### src/hdl/mower_mode_supervisor_macros.svh
// Assertion macros used by the mode supervisor RTL.
// Each macro takes a label, a property or expression and a message.
`ifndef MOWER_MODE_SUPERVISOR_MACROS_SVH
`define MOWER_MODE_SUPERVISOR_MACROS_SVH

`ifndef ASSERT_OFF
`define MMS_ASSERT(lbl, prop, msg) \
	lbl: assert property (@(posedge clk) disable iff (!arst_n) prop) else $error(msg);
`define MMS_ASSERT_NEVER(lbl, expr, msg) \
	lbl: assert property (@(posedge clk) disable iff (!arst_n) !(expr)) else $error(msg);
`else
`define MMS_ASSERT(lbl, prop, msg)
`define MMS_ASSERT_NEVER(lbl, expr, msg)
`endif

`endif

### src/hdl/mms_pkg.sv
`timescale 1ns / 1ps
package mms_pkg;

	localparam int TIME_W = 32;
	localparam int FLAG_W = 14;
	localparam int ACT_W = 11;
	localparam int TACT_W = 3;
	localparam int CNT_W = 4;
	localparam int STEP_W = 3;
	localparam int REG_IDX_W = 3;

	typedef enum logic [3:0] {
		MODE_IDLE = 4'd0,
		MODE_MOW = 4'd1,
		MODE_DOCK = 4'd2,
		MODE_CHARGE = 4'd3,
		MODE_PAUSE = 4'd4,
		MODE_TEST = 4'd5,
		MODE_SLEEP = 4'd6,
		MODE_MANUAL = 4'd7,
		MODE_ESTOP = 4'd8,
		MODE_MAINT = 4'd9,
		MODE_REMOTE = 4'd10,
		MODE_ERROR = 4'd11,
		MODE_BORDER = 4'd12,
		MODE_LIFTED = 4'd13,
		MODE_RAIN = 4'd14
	} mode_t;

	localparam logic [3:0] MODE_BAD = 4'd15;

	typedef enum logic [2:0] {
		OP_TICK = 3'd0,
		OP_START_MOW = 3'd1,
		OP_DOCK = 3'd2,
		OP_ESTOP = 3'd3,
		OP_MANUAL = 3'd4,
		OP_RESET_ERROR = 3'd5,
		OP_REQUEST = 3'd6
	} op_t;

	typedef enum logic [1:0] {
		NAV_STOPPED = 2'd0,
		NAV_RANDOM = 2'd1,
		NAV_MANUAL = 2'd2
	} nav_t;

	localparam int F_COLLIDE = 0;
	localparam int F_LIFTED = 1;
	localparam int F_CRIT = 2;
	localparam int F_LOW = 3;
	localparam int F_FULL = 4;
	localparam int F_ATDOCK = 5;
	localparam int F_RAIN = 6;
	localparam int F_DOCKFAIL = 7;
	localparam int F_CHGERR = 8;
	localparam int F_BORDER = 9;
	localparam int F_WANTMOW = 10;
	localparam int F_DOCKBORDER = 11;
	localparam int F_DOCKRAIN = 12;
	localparam int F_OBST = 13;

	localparam int A_STOP = 0;
	localparam int A_BLADEOFF = 1;
	localparam int A_STARTMOW = 2;
	localparam int A_STARTDOCK = 3;
	localparam int A_CHGON = 4;
	localparam int A_CHGOFF = 5;
	localparam int A_ESTOP = 6;
	localparam int A_NAV = 7;
	localparam int A_OBST = 8;
	localparam int A_BACKUP = 9;
	localparam int A_BORDER = 10;

	localparam logic [REG_IDX_W-1:0] REG_DOCK_TIMEOUT = 3'd0;
	localparam logic [REG_IDX_W-1:0] REG_DOCK_RETRY_WINDOW = 3'd1;
	localparam logic [REG_IDX_W-1:0] REG_DOCK_MAX_ATTEMPTS = 3'd2;
	localparam logic [REG_IDX_W-1:0] REG_CHARGE_LIMIT = 3'd3;
	localparam logic [REG_IDX_W-1:0] REG_MOW_LIMIT = 3'd4;
	localparam logic [REG_IDX_W-1:0] REG_LIFTED_SETTLE = 3'd5;
	localparam logic [REG_IDX_W-1:0] REG_OBSTACLE_PERIOD = 3'd6;
	localparam logic [REG_IDX_W-1:0] REG_TEST_INTERVAL = 3'd7;

	// Bit m of row s is set when a change from mode s to mode m is allowed.
	localparam logic [15:0] ALLOW_TAB [0:15] = '{
		16'h0AA6, 16'h0114, 16'h0109, 16'h0103, 16'h0007, 16'h0101, 16'h0009, 16'h0001,
		16'h0001, 16'h0001, 16'h0001, 16'h0000, 16'h0000, 16'h0000, 16'h0000, 16'h0000
	};

	typedef struct packed {
		logic [TIME_W-1:0] dock_timeout;
		logic [TIME_W-1:0] dock_retry_window;
		logic [CNT_W-1:0] dock_max_attempts;
		logic [TIME_W-1:0] charge_limit;
		logic [TIME_W-1:0] mow_limit;
		logic [TIME_W-1:0] lifted_settle;
		logic [TIME_W-1:0] obstacle_period;
		logic [TIME_W-1:0] test_interval;
	} cfg_t;

	typedef struct packed {
		mode_t mode;
		mode_t prior;
		logic [TIME_W-1:0] entry_time;
		nav_t nav;
		logic dock_underway;
		logic [TIME_W-1:0] last_dock_try;
		logic [CNT_W-1:0] dock_try_count;
		logic charging_latched;
		logic [TIME_W-1:0] last_obstacle;
		logic error_noted;
		logic [STEP_W-1:0] test_step;
		logic [TIME_W-1:0] last_test;
	} state_t;

	typedef struct packed {
		logic [2:0] opcode;
		logic [TIME_W-1:0] now_ms;
		logic [FLAG_W-1:0] sensor_flags;
		logic [3:0] target_state;
	} item_t;

	typedef struct packed {
		mode_t current_mode;
		mode_t prior_mode;
		nav_t nav;
		logic [ACT_W-1:0] pulses;
		logic [TACT_W-1:0] test_action;
		logic accepted;
	} result_t;

	localparam cfg_t CFG_RESET = '{
		dock_timeout: 32'd120000,
		dock_retry_window: 32'd60000,
		dock_max_attempts: 4'd3,
		charge_limit: 32'd3600000,
		mow_limit: 32'd14400000,
		lifted_settle: 32'd2000,
		obstacle_period: 32'd100,
		test_interval: 32'd2000
	};

	localparam state_t STATE_RESET = '{
		mode: MODE_IDLE,
		prior: MODE_IDLE,
		entry_time: '0,
		nav: NAV_STOPPED,
		dock_underway: 1'b0,
		last_dock_try: '0,
		dock_try_count: '0,
		charging_latched: 1'b0,
		last_obstacle: '0,
		error_noted: 1'b0,
		test_step: '0,
		last_test: '0
	};

endpackage

### src/hdl/mower_mode_supervisor.sv
`timescale 1ns / 1ps
// Mode supervisor for a robot mower.
// Input channel: in_valid/in_stall with opcode, now_ms, sensor_flags and
// target_state. An item is either a tick with sensor flags or a command.
// Output channel: out_valid/out_stall with one result per item: the mode,
// the prior mode, the navigation mode, action pulses, the self-test action
// and whether the requested change was taken.
// Configuration: cfg_we writes cfg_wdata into register cfg_addr; write only
// while no request is in flight.
// Path: a request that is taken is held in the input register, and its
// result is loaded into the output register once that register is empty
// or its result is being taken; the receiver takes the result from there.
// Throughput: one request per cycle while out_stall is low; the whole mode
// update is one pass of the step logic from input to state registers.
// When the receiver stalls, the result stays put, one more request may wait
// in the input register, and then in_stall rises until out_stall drops.
// Reset puts the block in idle with all timers and counters cleared and the
// configuration registers at their default values.
`include "mower_mode_supervisor_macros.svh"
module mower_mode_supervisor (
	input logic clk,
	input logic arst_n,
	input logic in_valid,
	output logic in_stall,
	input logic [2:0] opcode,
	input logic [mms_pkg::TIME_W-1:0] now_ms,
	input logic [mms_pkg::FLAG_W-1:0] sensor_flags,
	input logic [3:0] target_state,
	output logic out_valid,
	input logic out_stall,
	output logic [3:0] current_mode,
	output logic [3:0] prior_mode,
	output logic [1:0] nav_mode,
	output logic [mms_pkg::ACT_W-1:0] action_pulses,
	output logic [mms_pkg::TACT_W-1:0] test_action,
	output logic accepted,
	input logic cfg_we,
	input logic [mms_pkg::REG_IDX_W-1:0] cfg_addr,
	input logic [mms_pkg::TIME_W-1:0] cfg_wdata
);

	mms_pkg::cfg_t cfg_q;
	mms_pkg::state_t state_q;
	mms_pkg::state_t step_nxt;
	mms_pkg::result_t step_res;
	mms_pkg::item_t item_s1;
	mms_pkg::result_t result_q;
	logic valid_s1;
	logic out_valid_q;
	logic advance;
	logic in_take;

	assign advance = valid_s1 && (!out_valid_q || !out_stall);
	assign in_stall = valid_s1 && !advance;
	assign in_take = in_valid && !in_stall;

	always_ff @(posedge clk or negedge arst_n) begin
		if (!arst_n) begin
			cfg_q <= mms_pkg::CFG_RESET;
		end else if (cfg_we) begin
			case (cfg_addr)
				mms_pkg::REG_DOCK_TIMEOUT: cfg_q.dock_timeout <= cfg_wdata;
				mms_pkg::REG_DOCK_RETRY_WINDOW: cfg_q.dock_retry_window <= cfg_wdata;
				mms_pkg::REG_DOCK_MAX_ATTEMPTS:
					cfg_q.dock_max_attempts <= cfg_wdata[mms_pkg::CNT_W-1:0];
				mms_pkg::REG_CHARGE_LIMIT: cfg_q.charge_limit <= cfg_wdata;
				mms_pkg::REG_MOW_LIMIT: cfg_q.mow_limit <= cfg_wdata;
				mms_pkg::REG_LIFTED_SETTLE: cfg_q.lifted_settle <= cfg_wdata;
				mms_pkg::REG_OBSTACLE_PERIOD: cfg_q.obstacle_period <= cfg_wdata;
				mms_pkg::REG_TEST_INTERVAL: cfg_q.test_interval <= cfg_wdata;
				default: begin
				end
			endcase
		end
	end

	always_ff @(posedge clk or negedge arst_n) begin
		if (!arst_n) begin
			valid_s1 <= 1'b0;
			out_valid_q <= 1'b0;
			state_q <= mms_pkg::STATE_RESET;
		end else begin
			if (in_take) begin
				valid_s1 <= 1'b1;
			end else if (advance) begin
				valid_s1 <= 1'b0;
			end
			if (advance) begin
				out_valid_q <= 1'b1;
				state_q <= step_nxt;
			end else if (!out_stall) begin
				out_valid_q <= 1'b0;
			end
		end
	end

	always_ff @(posedge clk) begin
		if (in_take) begin
			item_s1.opcode <= opcode;
			item_s1.now_ms <= now_ms;
			item_s1.sensor_flags <= sensor_flags;
			item_s1.target_state <= target_state;
		end
		if (advance) begin
			result_q <= step_res;
		end
	end

	mms_step u_step (
		.cfg(cfg_q),
		.cur(state_q),
		.item(item_s1),
		.nxt(step_nxt),
		.res(step_res)
	);

	assign out_valid = out_valid_q;
	assign current_mode = result_q.current_mode;
	assign prior_mode = result_q.prior_mode;
	assign nav_mode = result_q.nav;
	assign action_pulses = result_q.pulses;
	assign test_action = result_q.test_action;
	assign accepted = result_q.accepted;

	`MMS_ASSERT(a_adv_gives_result, advance |=> out_valid_q, "Processed request left no result")
	`MMS_ASSERT(a_mode_holds, !advance |=> $stable(state_q.mode), "Mode moved without a request")
	`MMS_ASSERT(a_result_matches, out_valid_q |-> result_q.current_mode == state_q.mode, "Result mode differs from state")
	`MMS_ASSERT(a_change_accepted, (advance && step_nxt.mode != state_q.mode) |-> step_res.accepted, "Mode change not flagged as accepted")

endmodule

### src/hdl/mms_step.sv
`timescale 1ns / 1ps
module mms_step (
	input mms_pkg::cfg_t cfg,
	input mms_pkg::state_t cur,
	input mms_pkg::item_t item,
	output mms_pkg::state_t nxt,
	output mms_pkg::result_t res
);

	logic [mms_pkg::FLAG_W-1:0] f;
	logic [mms_pkg::TIME_W-1:0] now;
	logic [mms_pkg::TIME_W-1:0] held;
	logic [mms_pkg::TIME_W-1:0] obst_gap;
	logic [mms_pkg::TIME_W-1:0] try_gap;
	logic [mms_pkg::TIME_W-1:0] test_gap;
	logic obst_due;
	logic [mms_pkg::CNT_W-1:0] cnt_base;

	logic do_ask;
	logic [3:0] ask_to;
	logic [mms_pkg::ACT_W-1:0] hpulse;
	logic [mms_pkg::TACT_W-1:0] tact;
	mms_pkg::state_t side;

	logic may_go;
	logic ok;
	logic change;
	logic [mms_pkg::ACT_W-1:0] enter_pulse;
	mms_pkg::nav_t nav_d;

	assign f = item.sensor_flags;
	assign now = item.now_ms;
	assign held = now - cur.entry_time;
	assign obst_gap = now - cur.last_obstacle;
	assign try_gap = now - cur.last_dock_try;
	assign test_gap = now - cur.last_test;
	assign obst_due = obst_gap > cfg.obstacle_period;
	assign cnt_base = (try_gap > cfg.dock_retry_window) ? '0 : cur.dock_try_count;

	// Decision: which mode change is asked for and what the handler does itself.
	always_comb begin
		do_ask = 1'b0;
		ask_to = mms_pkg::MODE_IDLE;
		hpulse = '0;
		tact = '0;
		side = cur;
		case (item.opcode)
			mms_pkg::OP_TICK: begin
				if ((f[mms_pkg::F_COLLIDE] || f[mms_pkg::F_LIFTED] || f[mms_pkg::F_CRIT]) &&
						cur.mode != mms_pkg::MODE_ESTOP) begin
					do_ask = 1'b1;
					ask_to = mms_pkg::MODE_ESTOP;
				end else begin
					case (cur.mode)
						mms_pkg::MODE_IDLE: begin
							if (f[mms_pkg::F_WANTMOW]) begin
								do_ask = 1'b1;
								ask_to = mms_pkg::MODE_MOW;
							end else if ((f[mms_pkg::F_LOW] && !f[mms_pkg::F_ATDOCK]) ||
									f[mms_pkg::F_RAIN]) begin
								do_ask = 1'b1;
								ask_to = mms_pkg::MODE_DOCK;
							end
						end
						mms_pkg::MODE_MOW: begin
							if (f[mms_pkg::F_CRIT] || f[mms_pkg::F_LOW]) begin
								do_ask = 1'b1;
								ask_to = mms_pkg::MODE_DOCK;
							end else if (f[mms_pkg::F_RAIN]) begin
								do_ask = 1'b1;
								ask_to = mms_pkg::MODE_RAIN;
							end else if (f[mms_pkg::F_LIFTED]) begin
								do_ask = 1'b1;
								ask_to = mms_pkg::MODE_LIFTED;
							end else if (f[mms_pkg::F_BORDER]) begin
								do_ask = 1'b1;
								ask_to = mms_pkg::MODE_BORDER;
							end else begin
								if (obst_due) begin
									side.last_obstacle = now;
								end
								if (obst_due && f[mms_pkg::F_OBST]) begin
									hpulse[mms_pkg::A_OBST] = 1'b1;
								end else if (held > cfg.mow_limit) begin
									do_ask = 1'b1;
									ask_to = mms_pkg::MODE_DOCK;
								end else begin
									hpulse[mms_pkg::A_NAV] = 1'b1;
								end
							end
						end
						mms_pkg::MODE_DOCK: begin
							if (f[mms_pkg::F_ATDOCK]) begin
								side.dock_underway = 1'b0;
								do_ask = 1'b1;
								ask_to = mms_pkg::MODE_CHARGE;
							end else if (!cur.dock_underway) begin
								side.dock_underway = 1'b1;
								side.dock_try_count = '0;
								side.last_dock_try = now;
								hpulse[mms_pkg::A_STARTDOCK] = 1'b1;
							end else if (held > cfg.dock_timeout) begin
								do_ask = 1'b1;
								ask_to = mms_pkg::MODE_ERROR;
							end else if (f[mms_pkg::F_DOCKFAIL]) begin
								side.dock_try_count = cnt_base;
								if (cnt_base >= cfg.dock_max_attempts) begin
									do_ask = 1'b1;
									ask_to = mms_pkg::MODE_ERROR;
								end else begin
									side.dock_try_count = mms_pkg::CNT_W'(cnt_base + 4'd1);
									side.last_dock_try = now;
									hpulse[mms_pkg::A_STOP] = 1'b1;
									hpulse[mms_pkg::A_BACKUP] = 1'b1;
									hpulse[mms_pkg::A_STARTDOCK] = 1'b1;
								end
							end
						end
						mms_pkg::MODE_CHARGE: begin
							if (!cur.charging_latched && !f[mms_pkg::F_ATDOCK]) begin
								do_ask = 1'b1;
								ask_to = mms_pkg::MODE_DOCK;
							end else begin
								if (!cur.charging_latched) begin
									hpulse[mms_pkg::A_CHGON] = 1'b1;
								end
								side.charging_latched = 1'b1;
								if (f[mms_pkg::F_FULL] || f[mms_pkg::F_CHGERR] ||
										!f[mms_pkg::F_ATDOCK] || held > cfg.charge_limit) begin
									hpulse[mms_pkg::A_CHGOFF] = 1'b1;
									side.charging_latched = 1'b0;
									do_ask = 1'b1;
									if (f[mms_pkg::F_FULL]) begin
										ask_to = mms_pkg::MODE_IDLE;
									end else if (f[mms_pkg::F_CHGERR]) begin
										ask_to = mms_pkg::MODE_ERROR;
									end else if (!f[mms_pkg::F_ATDOCK]) begin
										ask_to = mms_pkg::MODE_DOCK;
									end else begin
										ask_to = mms_pkg::MODE_ERROR;
									end
								end
							end
						end
						mms_pkg::MODE_MANUAL: begin
							if (f[mms_pkg::F_CRIT] || f[mms_pkg::F_LIFTED]) begin
								hpulse[mms_pkg::A_STOP] = 1'b1;
								hpulse[mms_pkg::A_BLADEOFF] = 1'b1;
							end else if (f[mms_pkg::F_LOW]) begin
								do_ask = 1'b1;
								ask_to = mms_pkg::MODE_DOCK;
							end else if (f[mms_pkg::F_RAIN]) begin
								do_ask = 1'b1;
								ask_to = mms_pkg::MODE_RAIN;
							end
						end
						mms_pkg::MODE_ERROR: begin
							if (!cur.error_noted) begin
								hpulse[mms_pkg::A_STOP] = 1'b1;
								hpulse[mms_pkg::A_BLADEOFF] = 1'b1;
								side.error_noted = 1'b1;
							end
						end
						mms_pkg::MODE_ESTOP, mms_pkg::MODE_MAINT: begin
							hpulse[mms_pkg::A_STOP] = 1'b1;
						end
						mms_pkg::MODE_BORDER: begin
							hpulse[mms_pkg::A_BORDER] = 1'b1;
							do_ask = 1'b1;
							ask_to = f[mms_pkg::F_DOCKBORDER] ? mms_pkg::MODE_DOCK
								: mms_pkg::MODE_MOW;
						end
						mms_pkg::MODE_LIFTED: begin
							hpulse[mms_pkg::A_STOP] = 1'b1;
							if (!f[mms_pkg::F_LIFTED] && held > cfg.lifted_settle) begin
								do_ask = 1'b1;
								ask_to = cur.prior;
							end
						end
						mms_pkg::MODE_RAIN: begin
							if (!f[mms_pkg::F_RAIN]) begin
								do_ask = 1'b1;
								ask_to = f[mms_pkg::F_DOCKRAIN] ? mms_pkg::MODE_DOCK
									: mms_pkg::MODE_MOW;
							end
						end
						mms_pkg::MODE_TEST: begin
							if (test_gap >= cfg.test_interval) begin
								side.last_test = now;
								if (cur.test_step == 3'd7) begin
									hpulse[mms_pkg::A_STOP] = 1'b1;
									hpulse[mms_pkg::A_BLADEOFF] = 1'b1;
									do_ask = 1'b1;
									ask_to = mms_pkg::MODE_IDLE;
								end else begin
									tact = mms_pkg::TACT_W'(cur.test_step + 3'd1);
									side.test_step = mms_pkg::STEP_W'(cur.test_step + 3'd1);
								end
							end
						end
						default: begin
						end
					endcase
				end
			end
			mms_pkg::OP_START_MOW: begin
				if (cur.mode == mms_pkg::MODE_IDLE || cur.mode == mms_pkg::MODE_CHARGE) begin
					do_ask = 1'b1;
					ask_to = mms_pkg::MODE_MOW;
				end
			end
			mms_pkg::OP_DOCK: begin
				if (cur.mode == mms_pkg::MODE_IDLE || cur.mode == mms_pkg::MODE_MOW) begin
					do_ask = 1'b1;
					ask_to = mms_pkg::MODE_DOCK;
				end
			end
			mms_pkg::OP_ESTOP: begin
				do_ask = 1'b1;
				ask_to = mms_pkg::MODE_ESTOP;
			end
			mms_pkg::OP_MANUAL: begin
				if (cur.mode == mms_pkg::MODE_IDLE) begin
					do_ask = 1'b1;
					ask_to = mms_pkg::MODE_MANUAL;
				end
			end
			mms_pkg::OP_RESET_ERROR: begin
				if (cur.mode == mms_pkg::MODE_ERROR || cur.mode == mms_pkg::MODE_ESTOP) begin
					do_ask = 1'b1;
					ask_to = cur.prior;
				end
			end
			mms_pkg::OP_REQUEST: begin
				do_ask = 1'b1;
				ask_to = item.target_state;
			end
			default: begin
			end
		endcase
	end

	// Check the request against the transition table.
	always_comb begin
		may_go = cur.mode == mms_pkg::MODE_ERROR || ask_to == mms_pkg::MODE_ERROR ||
			mms_pkg::ALLOW_TAB[cur.mode][ask_to];
		ok = do_ask && ask_to != mms_pkg::MODE_BAD && (ask_to == cur.mode || may_go);
		change = ok && ask_to != cur.mode;
	end

	// Next state and outputs: pulses raised by leaving and entering a mode.
	always_comb begin
		enter_pulse = '0;
		nav_d = cur.nav;
		if (change) begin
			if (cur.mode == mms_pkg::MODE_CHARGE) begin
				enter_pulse[mms_pkg::A_CHGOFF] = 1'b1;
			end
			case (ask_to)
				mms_pkg::MODE_IDLE, mms_pkg::MODE_PAUSE, mms_pkg::MODE_TEST,
				mms_pkg::MODE_SLEEP, mms_pkg::MODE_MAINT: begin
					enter_pulse[mms_pkg::A_STOP] = 1'b1;
					enter_pulse[mms_pkg::A_BLADEOFF] = 1'b1;
					nav_d = mms_pkg::NAV_STOPPED;
				end
				mms_pkg::MODE_MOW: begin
					enter_pulse[mms_pkg::A_STARTMOW] = 1'b1;
					nav_d = mms_pkg::NAV_RANDOM;
				end
				mms_pkg::MODE_DOCK: begin
					enter_pulse[mms_pkg::A_STARTDOCK] = 1'b1;
					nav_d = mms_pkg::NAV_MANUAL;
				end
				mms_pkg::MODE_CHARGE: begin
					enter_pulse[mms_pkg::A_CHGON] = 1'b1;
					nav_d = mms_pkg::NAV_STOPPED;
				end
				mms_pkg::MODE_MANUAL, mms_pkg::MODE_REMOTE: begin
					enter_pulse[mms_pkg::A_STOP] = 1'b1;
					enter_pulse[mms_pkg::A_BLADEOFF] = 1'b1;
					nav_d = mms_pkg::NAV_MANUAL;
				end
				mms_pkg::MODE_ESTOP: begin
					enter_pulse[mms_pkg::A_ESTOP] = 1'b1;
					nav_d = mms_pkg::NAV_STOPPED;
				end
				default: begin
				end
			endcase
		end
		nxt = side;
		if (change) begin
			nxt.prior = cur.mode;
			nxt.mode = mms_pkg::mode_t'(ask_to);
			nxt.entry_time = now;
		end
		nxt.nav = nav_d;
		res.current_mode = nxt.mode;
		res.prior_mode = nxt.prior;
		res.nav = nav_d;
		res.pulses = hpulse | enter_pulse;
		res.test_action = tact;
		res.accepted = ok;
	end

endmodule

### config.mk
export PLATFORM = sky130hd
export DESIGN_NAME = mower_mode_supervisor
export DESIGN_NICKNAME = d
export VERILOG_FILES = /design/src/hdl/mms_pkg.sv /design/src/hdl/mower_mode_supervisor.sv /design/src/hdl/mms_step.sv
export VERILOG_INCLUDE_DIRS = /design/src /design/src/hdl
export SDC_FILE = /design/constraint.sdc
export NUM_CORES = 1
export LEC_CHECK = 0
export BUFFER_PORTS_ARGS = -buffer_cell sky130_fd_sc_hd__buf_2
export CAP_MARGIN = 10
export CORE_ASPECT_RATIO = 0.6
export CORE_MARGIN = 1.5
export CORE_UTILIZATION = 60
export DETAILED_ROUTE_END_ITERATION = 8
export HOLD_SLACK_MARGIN = 0.15
export PLACE_DENSITY = 0.81
export SYNTH_ARGS = -nofsm -noshare
export SYNTH_HDL_FRONTEND = slang
export SYNTH_SLANG_ARGS = --single-unit
### constraint.sdc
create_clock -name clk -period 23 [get_ports clk]
set_input_delay 3.45 -clock clk [delete_from_list [all_inputs] [get_ports clk]]
set_output_delay 3.45 -clock clk [all_outputs]
set_load 0.02 [all_outputs]
==> run_results.csv, run 1 <==
group,metric,value,unit
status,status,"complete, no violations",
floorplanning,die_h,175,um
worst_hold_path,hold_path_class,"flop to flop",
sta,finClkSkew,0.0278,ns
routing,routedWlPerCell,21.4,um
floorplanning,initial_core_util,0.614,
final_layout,antenna_cells,0,
global_route,antenna_found_initial,3,
final_layout,final_layout_size_suffix_gt1_frac,0.159,
setup_path,crit_family,"compound AO/OA/AOI/OAI gates",
synth,netlist_instances,3053,
clock_network,numCtsBuffers,45,
synth,ys.flop_type,"dfrtp_1",
global_route,grt_pass1_wl,129,mm
floorplanning,core,48300,um^2
setup_path,cp_max_fo,41,
power,p_leak,0.0154,uW
sta,setup_viol,0,
synth,synth_seq_cells,456,
synth,yosys.area.top_type_share,0.274,
clock_network,tritoncts,"built",
clock_network,clock_latency,0.57,ns
setup_path,required,23.44,ns
clock_network,htree_num_levels,2,
synth,synth_most_common_cell,"inv_1",
routing,antenna_left,0,
sta,worst_slew_pin_slew,1.34,ns
sta,fin_crit_sh,0.449,
setup_path,crit_arrival,10.78,ns
final_layout,syn_to_final_growth,9.19,%
final_layout,final.fill_count,3686,
synth,synthTopCellsByCount,"inv_1 (393), ha_1 (359), dfrtp_1 (325), nand2_1 (282), o21ai_0 (262)",
setup_path,criticalPathCategory,"flop to flop",
place,place.gp.congestion,0.941,
sta,hold_slack,0.484,ns
power,vdd_ir_drop_max,66.7,uV
synth,ys_async_sr_fraction,0.829,
final_layout,nNetsFinal,3623,
sta,relSlewSlack,0.104,
sta,drv_slew,0,
synth,syn-cell-area,29700,um^2
global_route,grt_pass1_vias,23250,
sta,worst_slack,12.66,ns
place,numPlacedInstances,3760,
setup_path,slowest_stage,"o21ai_1",
setup_path,timing.critical_path.mode_cell,"o21ai_0",
synth,synth_edf_count,78,
clock_network,clkSinkCount,456,
power,powerDensity,112,nW/um^2
global_route,grtUsageTotal,0.324,
routing,drcViolationCount,0,
clock_network,clk_path_buf_depth,3,
sta,rsz0062_at_grt,"no",
place,hpwl,61.7,mm
setup_path,endpoint_kind,"flop",
run,max-cap-violations,0,
routing,firstDrtPassIters,5,
floorplanning,fp-row-count,62,
clock_network,cts-hold-fix-buffers,0,
routing,routed_via_density,6.13,
setup_path,crit_path_max_incr_delay,0.83,ns
global_route,gr-total-overflow,0,
routing,finalWirelength,82.1,mm
floorplanning,die_w,290,um
clock_network,cts_resized,0,
setup_path,crit_buf_inv,1,
place,pre_cts_slack,12.89,ns
place,io_buffers,119,
sta,tns,0,ns
setup_path,critPathLaunchType,"flop",
synth,avgSynthCellArea,9.73,um^2
routing,drt_iter0_markers,2257,
sta,hold_viol,0,
final_layout,final_cells,3841,
sta,fmax,96.7,MHz
sta,min_period,10.34,ns
synth,syn_nets,3509,
clock_network,post-cts-setup-buffers,0,
floorplanning,fp.dieArea,50900,um^2
synth,seq_area_frac_synth,0.400,
synth,synth_top_area_cell,"dfrtp_1",
synth,ys_types,90,
final_layout,fin_area,32400,um^2
global_route,grt_max_degree,126,
routing,num_vias,23559,
clock_network,clk_pin_slew,0.07,ns
synth,yosysWarningCount,0,
synth,synthTopCellsByArea,"dfrtp_1 (27%), ha_1 (15%), edfxtp_1 (7.9%)",
clock_network,cts-root-buf,"clkbuf_16",
place,placed_area,31000,um^2
floorplanning,io_pins,120,
## final timing paths
path,from,end,slack (ns),depth (start not counted)
worst max-delay path,item_s1[19]$_DFFE_PP_,state_q[115]$_DFFE_PN0P_,12.66,35
worst min-delay path,state_q[35]$_DFFE_PN0P_,state_q[35]$_DFFE_PN0P_,0.48,1
worst max register to register,item_s1[19]$_DFFE_PP_,state_q[115]$_DFFE_PN0P_,12.66,35
worst min register to register,state_q[35]$_DFFE_PN0P_,state_q[35]$_DFFE_PN0P_,0.48,1
max in group asynchronous,arst_n,cfg_q[172]$_DFFE_PN0P_,17.88,3
min in group asynchronous,arst_n,cfg_q[199]$_DFFE_PN0P_,2.96,1
## per-layer routing
layer  global-route usage  up-vias  wire length [um]
met3               0.0655      151              7750
met1                0.494    11478             39100
met4               0.0831        0              1970
met5                    0        -                 0
li1                     -    10950                 -
met2                0.469      980             33200
## report_power, final
part	internal [uW]	leakage (uW)	switching, uW
Combinational	729	0.00960	1090
Clock	419	0.000717	328
Sequential	990	0.00511	90.6
Total	2140	0.0154	1500
## area by class of cell
| type | count | area [um^2] | share of cell area |
|---|---|---|---|
| multi-input cells | 2128 | 16000 | 0.495 |
| flip-flops and latches | 456 | 11900 | 0.366 |
| inverters | 394 | 1480 | 0.0456 |
| clock buffers | 66 | 1320 | 0.0406 |
| well taps | 640 | 801 | 0.0247 |
| repair buffers | 142 | 791 | 0.0244 |
| clock inverters | 15 | 131 | 0.00405 |
## cell usage in the layout, fill, tap and decap left out, types with 12 or more instances in the layout
cell         n
a211oi_1    18
a21o_1      68
a21oi_1    172
and2_1      13
and3_1      16
buf_2      118
buf_4       22
clkbuf_16   46
dfrtp_1    325
dfstp_2     53
edfxtp_1    78
ha_1       359
inv_1      393
mux2_2     169
mux2_4      33
nand2_1    282
nand2b_1    21
nand3_1     56
nand4_1     48
nor2_1     135
nor2b_1     28
nor3_1      38
nor4_1      14
o211ai_1    17
o21a_1      35
o21ai_0    262
o21ai_1     12
o21bai_1    14
or3_1       12
xnor2_1     88
xor2_1      29
## worst reg2reg max path, delay by kind of cell (launching register included)
family	cells	cell delay [ns]
AOI/OAI and AO/OA	16	4.37
xor gates and xnor gates	2	0.29
adders and majority gates	3	0.89
buffers and inverters	1	0.64
DFF	1	0.66
muxes	1	0.46
and+or+nand+nor	12	2.89
## per-stage QoR
step | utilization | total power, uW
after floorplan | - | 2340
after global placement | 0.641 | 2740
after detailed placement | 0.641 | 2850
after CTS | 0.671 | 3610
after global routing | 0.671 | 3890
final | 0.671 | 3640
## registers in the layout (all words and copies together) (netlist names)
| register | count |
|---|---|
| accepted | 1 |
| action_pulses | 11 |
| cfg_q | 228 |
| current_mode | 4 |
| item_s1 | 53 |
| nav_mode | 2 |
| out_valid | 1 |
| prior_mode | 4 |
| state_q | 148 |
| test_action | 3 |
| valid_s1 | 1 |
## logic make-up after synthesis
| group | share of synthesized area |
|---|---|
| xor+xnor | 0.0345 |
| simple gates | 0.114 |
| mux | 0.0845 |
| buf+inv | 0.0620 |
| fa+ha+maj | 0.154 |
| compound gates | 0.151 |
| flops | 0.400 |
Power figures use the tool's default switching activity.
==> run 2, diff against run 1 <==
Settings changed: ABC_AREA from default to 1, CORE_UTILIZATION 60 to 57, PLACE_DENSITY 0.81 to 0.8.
Clock period 23 ns to 9 ns, I/O delays scaled along.
==> run_results.csv, run 2 <==
group,metric,value,unit
synth,seq_area_frac_synth,0.403,
worst_hold_path,hold_path_class,"flop to flop",
sta,rsz0062_at_grt,"no",
synth,ys_async_sr_fraction,0.829,
final_layout,largest_reg_flops,228,
clock_network,cts-hold-fix-buffers,0,
global_route,grtUsageTotal,0.307,
sta,relSlewSlack,0.207,
synth,ys_types,59,
setup_path,endpoint_kind,"flop",
sta,worst_slew_pin_slew,1.19,ns
setup_path,criticalPathCategory,"flop to flop",
synth,syn-cell-area,29400,um^2
global_route,grt_pass1_vias,22633,
routing,antenna_left,0,
power,powerDensity,274,nW/um^2
synth,syn_nets,4055,
routing,routedWlPerCell,18.1,um
power,swShare,0.416,
final_layout,largest_register,"cfg_q",
final_layout,nNetsFinal,4173,
power,power.internal,5190,uW
sta,min_period,8.25,ns
place,place.gp.congestion,1.02,
setup_path,critPathLaunchType,"flop",
sta,setup_viol,0,
floorplanning,fp.dieArea,53000,um^2
setup_path,crit_arrival,8.74,ns
setup_path,reg2reg_depth,53,
clock_network,clk_pin_slew,0.07,ns
clock_network,clkSinkCount,456,
place,hpwl,61.4,mm
synth,synth_edf_count,78,
routing,routed_via_density,5.57,
sta,finClkSkew,0.0214,ns
synth,synthTopCellsByCount,"nand2_1 (849), inv_1 (607), o21ai_0 (409), ha_1 (359), dfrtp_1 (325)",
synth,synth_most_common_cell,"nand2_1",
final_layout,final_layout_size_suffix_gt1_frac,0.0978,
sta,hold_viol,0,
power,vdd_ir_drop_max,181,uV
sta,drv_slew,0,
place,io_buffers,119,
status,status,"complete, no violations",
power,p_seq_frac,0.304,
final_layout,final.fill_count,4358,
sta,fin_crit_sh,0.916,
power,power.switching,3690,uW
final_layout,regArea,11900,um^2
floorplanning,io_pins,120,
setup_path,slowest_stage,"fa_1",
synth,netlist_instances,3599,
final_layout,reg_top3,"cfg_q x228, state_q x148, item_s1 x53",
routing,drt_iter0_markers,2378,
global_route,grt_max_degree,122,
place,pre_cts_slack,0.713,ns
global_route,grt_pass1_wl,125,mm
synth,synthTopCellsByArea,"dfrtp_1 (28%), ha_1 (15%), nand2_1 (11%)",
sta,fmax,121,MHz
clock_network,numCtsBuffers,46,
final_layout,layout_common_cells,"nand2_1 (843), inv_1 (606), o21ai_0 (409), ha_1 (359), dfrtp_1 (325)",
routing,firstDrtPassIters,5,
synth,yosysWarningCount,0,
clock_network,htree_num_levels,2,
clock_network,clock_latency,0.58,ns
synth,ys.flop_type,"dfrtp_1",
setup_path,crit_path_max_incr_delay,0.40,ns
setup_path,cp_max_fo,31,
global_route,antenna_found_initial,2,
floorplanning,fp-row-count,64,
clock_network,tritoncts,"built",
power,clockPowerShare,0.234,
synth,synth_seq_cells,456,
clock_network,clk_path_buf_depth,3,
setup_path,required,9.49,ns
routing,num_vias,24766,
worst_hold_path,hold_depth,2,
setup_path,timing.critical_path.mode_cell,"nand2_1",
synth,avgSynthCellArea,8.18,um^2
final_layout,final_common_cell,"nand2_1",
synth,synth_top_area_cell,"dfrtp_1",
power,pwr-share-comb,0.462,
floorplanning,die_h,179,um
global_route,gr-total-overflow,0,
floorplanning,die_w,296,um
floorplanning,initial_core_util,0.578,
routing,finalWirelength,80.7,mm
power,p_leak,0.0159,uW
floorplanning,core,50900,um^2
sta,worst_slack,0.753,ns
synth,yosys.area.top_type_share,0.276,
run,max-cap-violations,0,
final_layout,multiInputGateArea,14900,um^2
final_layout,syn_to_final_growth,10.3,%
clock_network,cts-root-buf,"clkbuf_16",
sta,tns,0,ns
routing,drcViolationCount,0,
[run 2: per-stage QoR]
| step | power (uW) | area [um^2] | util | std cells | hold WS [ns] |
|---|---|---|---|---|---|
| 5_1_grt | 9580 | 32400 | 0.637 | 4446 | 0.495 |
| 4_1_cts | 8780 | 32300 | 0.635 | 4434 | 0.470 |
| 2_1_floorplan | 5570 | 29400 | - | 3599 | 0.428 |
| 3_5_place_dp | 6660 | 30700 | 0.603 | 4350 | 0.454 |
| 6_report | 8880 | 32400 | 0.637 | 4448 | 0.466 |
| 3_3_place_gp | 6520 | 30700 | 0.603 | 4350 | 0.442 |
[run 2: area by class of cell]
class | count | area share
Antenna cell | 2 | 0.000154
Clock buffer | 64 | 0.0416
Clock inverter | 20 | 0.00833
Inverter | 615 | 0.0712
Multi-Input combinational cell | 2452 | 0.460
Sequential cell | 456 | 0.366
Tap cell | 693 | 0.0267
Timing Repair Buffer | 146 | 0.0266
[run 2: timing repair]
action / CTS / global route
setup buffers: 0 / 10
setup endpoints to repair: 0 / 34
endpoints found under the hold margin: 0 / 0
resized for setup: 0 / 1
[run 2: path summary, 6_finish.rpt]
path	startpoint	to	slack, ns
min in group asynchronous	arst_n	cfg_q[99]$_DFFE_PN0P_	0.84
setup reg to reg	item_s1[18]$_DFFE_PP_	state_q[126]$_DFFE_PN0P_	0.75
setup / recovery	item_s1[18]$_DFFE_PP_	state_q[126]$_DFFE_PN0P_	0.75
hold reg to reg	state_q[35]$_DFFE_PN0P_	state_q[35]$_DFFE_PN0P_	0.47
max in group asynchronous	arst_n	cfg_q[29]$_DFFE_PN0P_	6.57
hold / removal	state_q[35]$_DFFE_PN0P_	state_q[35]$_DFFE_PN0P_	0.47
[run 2: cell families after synthesis]
family / count (synthesis) / share of synthesized area
simple gates: 1150 / 0.161
xor+xnor: 119 / 0.0354
fa+ha+maj: 363 / 0.155
compound gates: 819 / 0.154
flops: 456 / 0.403
buf+inv: 692 / 0.0914
[run 2: layer usage]
layer  up-vias  global-route usage  routed length, um
li1      12020                   -                  -
met3        82              0.0805               9420
met5         -                   0                 13
met2      1015               0.404              30300
met1     11647               0.499              39800
met4         2              0.0478               1110
[run 2: power groups by stage]
stage               combinational (uW)  clock (uW)  sequential [uW]
floorplan                         2910           0             2670
global placement                  3810           0             2710
detailed placement                3940           0             2720
CTS                               3990        2100             2690
global route                      4670        2180             2730
finish                            4110        2080             2700
[run 2: critical path, delay by kind of cell (launching register included)]
family / cells / cell delay [ns]
AOI/OAI and AO/OA: 11 / 1.90
xor gates and xnor gates: 1 / 0.15
adders and majority gates: 4 / 1.16
buffers and inverters: 6 / 0.79
DFF: 1 / 0.38
and+or+nand+nor: 31 / 3.73
